<file path="src/dcls_pkg.sv">
// ----------------------------------------------------------------------------
// dcls_pkg: shared types and constants for the display command list sequencer
// Phase codes, result kinds and the fixed constants of the list format.
// ----------------------------------------------------------------------------
package dcls_pkg;

    // Which byte of the command list is expected next
    typedef enum logic [2:0] {
        PH_COUNT  = 3'd0,
        PH_OPCODE = 3'd1,
        PH_ARGCNT = 3'd2,
        PH_ARG    = 3'd3,
        PH_DELAY  = 3'd4
    } t_phase;

    // Result kind codes
    typedef enum logic [1:0] {
        KIND_BUS   = 2'd0,
        KIND_DELAY = 2'd1,
        KIND_END   = 2'd2
    } t_kind;

    localparam int unsigned ByteW   = 8;
    localparam int unsigned ArgW    = 7;
    localparam int unsigned DelayW  = 16;

    localparam logic [ByteW-1:0]  LongMark   = 8'd255;
    localparam logic [DelayW-1:0] LongReset  = 16'd500;

endpackage

</file>
<file path="src/display_command_list_sequencer.sv">
// Each result is registered and is valid in the cycle after the list byte that causes it.
// Throughput: one list byte per cycle; the output register frees itself in
// the same cycle it is taken, so backpressure only stalls on a full register.
// Reset (synchronous, active low): expects a command count byte, no result
// pending, long delay register at 500 ms.
// ----------------------------------------------------------------------------
// display_command_list_sequencer: display init command list walker
// Turns a command list, one byte per beat, into bus bytes, delay requests
// and end markers, flagging the last result of each list.
// ----------------------------------------------------------------------------
module display_command_list_sequencer (
    input  logic                        i_clk,
    input  logic                        i_rst_n,
    // configuration write channel
    input  logic                        i_cfg_valid,
    output logic                        o_cfg_ready,
    input  logic [dcls_pkg::DelayW-1:0] i_cfg_data,
    // list byte input
    input  logic                        i_in_valid,
    output logic                        o_in_ready,
    input  logic [dcls_pkg::ByteW-1:0]  i_list_byte,
    // result output
    output logic                        o_out_valid,
    input  logic                        i_out_ready,
    output logic [1:0]                  o_kind,
    output logic [dcls_pkg::ByteW-1:0]  o_out_byte,
    output logic                        o_is_data,
    output logic [dcls_pkg::DelayW-1:0] o_wait_ms,
    output logic                        o_list_done
);
    import dcls_pkg::*;

    // state
    t_phase            r_phase,     n_phase;
    logic [ByteW-1:0]  r_cmds_left, n_cmds_left;
    logic [ArgW-1:0]   r_args_left, n_args_left;
    logic              r_dly_pend,  n_dly_pend;
    logic [ByteW-1:0]  r_held_op,   n_held_op;
    logic [DelayW-1:0] r_long_delay;

    // result register
    logic              r_out_valid;
    t_kind             r_kind,      n_kind;
    logic [ByteW-1:0]  r_out_byte,  n_out_byte;
    logic              r_is_data,   n_is_data;
    logic [DelayW-1:0] r_wait_ms,   n_wait_ms;
    logic              r_list_done, n_list_done;
    logic              n_emit;

    logic              in_accept;
    logic              last_cmd;
    logic [ByteW-1:0]  cmds_dec;
    logic [ArgW-1:0]   args_dec;

    assign o_cfg_ready = 1'b1;
    assign o_in_ready  = !r_out_valid || i_out_ready;
    assign in_accept   = i_in_valid && o_in_ready;
    assign last_cmd    = (r_cmds_left == ByteW'(1));
    assign cmds_dec    = r_cmds_left - ByteW'(1);
    assign args_dec    = r_args_left - ArgW'(1);

    // long delay register
    always_ff @(posedge i_clk) begin
        if (!i_rst_n) begin
            r_long_delay <= LongReset;
        end else if (i_cfg_valid) begin
            r_long_delay <= i_cfg_data;
        end
    end

    // next state and result for the byte on the input
    always_comb begin
        n_phase     = r_phase;
        n_cmds_left = r_cmds_left;
        n_args_left = r_args_left;
        n_dly_pend  = r_dly_pend;
        n_held_op   = r_held_op;
        n_emit      = 1'b0;
        n_kind      = KIND_BUS;
        n_out_byte  = '0;
        n_is_data   = 1'b0;
        n_wait_ms   = '0;
        n_list_done = 1'b0;
        unique case (r_phase)
            PH_OPCODE: begin
                n_held_op = i_list_byte;
                n_phase   = PH_ARGCNT;
            end
            PH_ARGCNT: begin
                n_args_left = i_list_byte[ArgW-1:0];
                n_dly_pend  = i_list_byte[ByteW-1];
                n_emit      = 1'b1;
                n_out_byte  = r_held_op;
                n_list_done = (i_list_byte == '0) && last_cmd;
                if (i_list_byte[ArgW-1:0] != '0) begin
                    n_phase = PH_ARG;
                end else if (i_list_byte[ByteW-1]) begin
                    n_phase = PH_DELAY;
                end else begin
                    n_cmds_left = cmds_dec;
                    n_phase     = (cmds_dec == '0) ? PH_COUNT : PH_OPCODE;
                end
            end
            PH_ARG: begin
                n_args_left = args_dec;
                n_emit      = 1'b1;
                n_out_byte  = i_list_byte;
                n_is_data   = 1'b1;
                n_list_done = (args_dec == '0) && !r_dly_pend && last_cmd;
                if (args_dec == '0) begin
                    if (r_dly_pend) begin
                        n_phase = PH_DELAY;
                    end else begin
                        n_cmds_left = cmds_dec;
                        n_phase     = (cmds_dec == '0) ? PH_COUNT : PH_OPCODE;
                    end
                end
            end
            PH_DELAY: begin
                n_emit      = 1'b1;
                n_kind      = KIND_DELAY;
                n_wait_ms   = (i_list_byte == LongMark) ? r_long_delay
                                                        : DelayW'(i_list_byte);
                n_list_done = last_cmd;
                n_dly_pend  = 1'b0;
                n_cmds_left = cmds_dec;
                n_phase     = (cmds_dec == '0) ? PH_COUNT : PH_OPCODE;
            end
            default: begin
                // count byte; a zero count is a list of its own
                n_args_left = '0;
                n_dly_pend  = 1'b0;
                n_cmds_left = i_list_byte;
                if (i_list_byte == '0) begin
                    n_phase     = PH_COUNT;
                    n_emit      = 1'b1;
                    n_kind      = KIND_END;
                    n_list_done = 1'b1;
                end else begin
                    n_phase = PH_OPCODE;
                end
            end
        endcase
    end

    // state registers, advanced per accepted beat
    always_ff @(posedge i_clk) begin
        if (!i_rst_n) begin
            r_phase     <= PH_COUNT;
            r_cmds_left <= '0;
            r_args_left <= '0;
            r_dly_pend  <= 1'b0;
            r_held_op   <= '0;
        end else if (in_accept) begin
            r_phase     <= n_phase;
            r_cmds_left <= n_cmds_left;
            r_args_left <= n_args_left;
            r_dly_pend  <= n_dly_pend;
            r_held_op   <= n_held_op;
        end
    end

    // result valid
    always_ff @(posedge i_clk) begin
        if (!i_rst_n) begin
            r_out_valid <= 1'b0;
        end else if (in_accept) begin
            r_out_valid <= n_emit;
        end else if (i_out_ready) begin
            r_out_valid <= 1'b0;
        end
    end

    // result payload
    always_ff @(posedge i_clk) begin
        if (in_accept && n_emit) begin
            r_kind      <= n_kind;
            r_out_byte  <= n_out_byte;
            r_is_data   <= n_is_data;
            r_wait_ms   <= n_wait_ms;
            r_list_done <= n_list_done;
        end
    end

    assign o_out_valid = r_out_valid;
    assign o_kind      = r_kind;
    assign o_out_byte  = r_out_byte;
    assign o_is_data   = r_is_data;
    assign o_wait_ms   = r_wait_ms;
    assign o_list_done = r_list_done;

    // a zero count byte yields an end marker next cycle
    a_zero_count_end: assert property (@(posedge i_clk) disable iff (!i_rst_n)
        in_accept && (r_phase == PH_COUNT) && (i_list_byte == '0)
        |=> o_out_valid && (o_kind == KIND_END) && o_list_done)
        else $error("zero count did not give end marker");

    // data flag only on bus bytes
    a_data_is_bus: assert property (@(posedge i_clk) disable iff (!i_rst_n)
        o_out_valid && o_is_data |-> (o_kind == KIND_BUS))
        else $error("data flag on a non-bus result");

    // an opcode byte never produces a result
    a_opcode_silent: assert property (@(posedge i_clk) disable iff (!i_rst_n)
        in_accept && (r_phase == PH_OPCODE) |=> !o_out_valid)
        else $error("opcode byte produced a result");

    // finishing the last command returns to the count phase
    a_done_to_count: assert property (@(posedge i_clk) disable iff (!i_rst_n)
        in_accept && n_emit && n_list_done |=> (r_phase == PH_COUNT))
        else $error("list done without returning to count phase");

endmodule
</file>
<file path="config.mk">
export PLATFORM = sky130hd
export DESIGN_NAME = display_command_list_sequencer
export DESIGN_NICKNAME = d
export VERILOG_FILES = /design/src/dcls_pkg.sv /design/src/display_command_list_sequencer.sv
export SDC_FILE = /design/constraint.sdc
export NUM_CORES = 1
export LEC_CHECK = 0
export BUFFER_PORTS_ARGS = -buffer_cell sky130_fd_sc_hd__buf_2
export CAP_MARGIN = 15
export CELL_PAD_IN_SITES_DETAIL_PLACEMENT = 1
export CELL_PAD_IN_SITES_GLOBAL_PLACEMENT = 1
export CORE_ASPECT_RATIO = 1.75
export CORE_MARGIN = 2
export CORE_UTILIZATION = 39
export DETAILED_ROUTE_END_ITERATION = 10
export HOLD_SLACK_MARGIN = 0.08
export MAX_ROUTING_LAYER = met4
export PLACE_DENSITY_LB_ADDON = 0.25
export SKIP_LAST_GASP = 1
export SYNTH_ARGS = -nofsm -noshare
export SYNTH_HDL_FRONTEND = slang
export SYNTH_SLANG_ARGS = --single-unit
</file>
<file path="constraint.sdc">
create_clock -name i_clk -period 3.35 [get_ports i_clk]
set_input_delay 0.1675 -clock i_clk [delete_from_list [all_inputs] [get_ports i_clk]]
set_output_delay 0.1675 -clock i_clk [all_outputs]
set_load 0.02 [all_outputs]
</file>
==> metrics.txt <==
PortBufs 58; area of the die 10000 um^2; Final setup viols 0; drt drc 0; Synth Area in Compound Gates 14.7%; Synth Area per Inst 9.59 um^2; cells after synthesis 375; grt ovf 0; # diodes 0; Final Cycle Share 75.2%; final WL 10500 um; final core utilization 48.6%; total power 2.32 mW; Max Transition Viols Final 0; unrepaired setup endpoints after global routing false; clk buf depth 2; Area Growth Syn to Fin 22.2%; r2r setup slk 0.83 ns; core box area 9040 um^2; max-cap violations 0; Synth top area share 24.5%; net load switching power 0.649 mW; Setup CP Type reg -> reg; reg2reg end r_cmds_left[0]; largest net degree at the start of global routing 34; CTS Buf Count 9; Post-synth EDFFs 28; number of global-route vias before repair 3226; largest cells by area after synthesis dfxtp_1 (25%), edfxtp_1 (23%), mux2i_1 (9.5%); sequential fraction of the synthesis area 47.9%; post-CTS sizing 0; status finished clean; area of the mapped netlist 3590 um^2; Max VDD drop 0.298 mV; Ports 60; clk_lat worst skew 0.34 ns; Hold Vio Cnt, Final 0; clock network fraction of total power 42.1%; Place WS 0.852 ns; DP Area 3970 um^2; post-synthesis simple-gate area fraction 19.8%; initial antenna violation count 0; FF-to-FF path depth 8; largest family of logic cells by synthesized area simple AND/OR/NAND/NOR gates; Max FO, Critical Path 7; layout cell share with drive strength beyond 1 20.2%; via total after detailed routing 3052; Clk pin slew, worst setup/hold paths 0.06 ns; Routed Antenna Nets 0; worst setup margin 0.832 ns; setup bufs post-CTS 0; starting DRC count in detailed routing 148; PD cells 527 nW/um^2; Slew headroom 47.1%; Comb power frac 15.2%; Sequential Power Share 42.7%; Initial Util 39.8%; # nets final 470; Yosys cell types 60; setup total negative slack 0 ns; worst path required time 3.59 ns; Die Wd 76.6 um; crit path capture r_cmds_left[0]; die height 131 um; 1st-pass router iterations 4; adder-cell share of the synthesized area 1.74%; post-synth top area cell dfxtp_1; Max Freq 0.397 GHz; DP Cell Count 532; crit path DAT 2.76 ns; # rows 46; main flop type after synthesis dfxtp_1; Synth Register Bits 72; Final Cell Area 4390 um^2; Tmin final 2.52 ns; Worst setup SP type flop; cell-internal power 1.67 mW; launch point of the worst path r_args_left[0]; clk root buf clkbuf_16; H-tree levels 3; leak pwr 1.85 nW; number of vias per cell 5.44; reg2reg start r_args_left[0]; net count after synthesis 409; Post-Layout Cell Count 561; TritonCTS clock tree built; HP Class in -> reg; Clock Sinks 72; Tightest Pin Transition 0.786 ns; clk_skew 0.00530 ns; total global-route track usage 22.6%; CP Capture Type flop; mux share of post-synthesis cell area 9.47%; Post-synth ARST share 0%; WL per Instance 18.7 um; first-pass GRT wire length 16800 um; Synth Area in XOR/XNOR 2.19%; placed wire-length estimate 7440 um; GPL Wtd Cong 0.876; worst hold slack 0.0854 ns; switching share of power 28.0%; Yosys warning count 0
worst max-delay path, cell delays in order (launching register included):
cell     delay, ns
dfxtp_1       0.36
inv_1         0.12
ha_1          0.26
or4b_4        0.50
or4b_4        0.50
nand3_2       0.13
a21o_4        0.18
nand2_4       0.09
o41ai_2       0.28
placed cells by master, fill, tap and decap left out, types with 2 or more instances in the layout:
cell type       n
and2_1          9
buf_4           3
inv_1          10
nor2b_1         6
mux2i_1        34
clkinvlp_4      2
dfxtp_1        44
o21ai_0        10
a21oi_1        14
nand3_1         6
xor2_1          2
inv_6           2
o311ai_1        2
xnor2_1         7
a211oi_1        6
or4_1           2
o21bai_1        2
o211a_1         6
clkbuf_16       9
a211o_1         2
o31ai_1         7
dlygate4sd3_1  13
o211ai_1        3
a31oi_1         5
nor3_1          7
nor2_1         59
nand2b_1        5
or4b_4          2
edfxtp_1       28
nand2_1        36
buf_2          58
ha_1            5
o41ai_2         2
layer usage:
metal | GRT usage [%] | up-vias | share of wire (%)
met3 | 4.81 | 27 | 3.0
met4 | 11.0 | 0 | 3.4
met2 | 40.4 | 60 | 55
met5 | - | - | 0
li1 | - | 1455 | -
met1 | 23.7 | 1510 | 39
synth_stat cells (3+ instances only):
master,n
ha_1,5
a211oi_1,6
nor2_1,59
nand3_1,6
o21ai_0,10
nand2_1,36
xnor2_1,7
o211a_1,6
o31ai_1,7
a31oi_1,6
and2_1,9
mux2i_1,34
nand2b_1,5
nor3_1,7
clkbuf_1,19
inv_1,10
nor2b_1,6
o211ai_1,3
a21oi_1,14
edfxtp_1,28
dfxtp_1,44
flip-flops by register name, indices dropped and copies added, names as in the netlist, 2 cells and up:
signal        flops
o_out_byte        8
r_phase           3
o_wait_ms        16
r_long_delay     16
r_cmds_left       8
r_args_left       7
o_kind            2
r_held_op         8
worst min path at each step:
stage | from | endpoint | slack (ns) | cells past startpoint
final | i_cfg_data[15] | r_long_delay[15] | 0.09 | 3
after global routing | i_cfg_data[9] | r_long_delay[9] | 0.11 | 3
after CTS | i_cfg_data[9] | r_long_delay[9] | 0.08 | 3
after detailed placement | i_cfg_data[8] | r_long_delay[8] | 0.39 | 3
after global placement | i_cfg_data[7] | r_long_delay[7] | 0.38 | 3
after floorplan | i_cfg_data[8] | r_long_delay[8] | 0.30 | 2
cells by family after synthesis:
logic type                 Yosys count
AOI/OAI and AO/OA                   72
buffers and inverters               35
and+or+nand+nor                    147
other                                1
DFF                                 72
muxes                               34
adders and majority gates            5
xor gates and xnor gates             9
power groups by stage:
stage          Combinational, mW  Clock, mW  Sequential [mW]
6_report                   0.352      0.975            0.990
5_1_grt                    0.391       1.03            0.995
4_1_cts                    0.355       1.00            0.989
3_5_place_dp               0.340          0             1.01
3_3_place_gp               0.335          0             1.01
2_1_floorplan              0.232          0             1.01
area by class of cell:
type                    instances  area, um^2
clock inverters                 6        67.6
fillers                      1070        4640
repair buffers                 74         443
clock buffers                  10         229
well taps                     120         150
multi-input cells             268        1740
inverters                      11        41.3
flip-flops and latches         72        1720
timing repair:
item | in CTS | in global routing
endpoints found under the hold margin | 13 | 0
hold buffers | 13 | 0
endpoints found under the setup margin | 0 | 0
No activity file was read; power rests on OpenSTA's default activity.
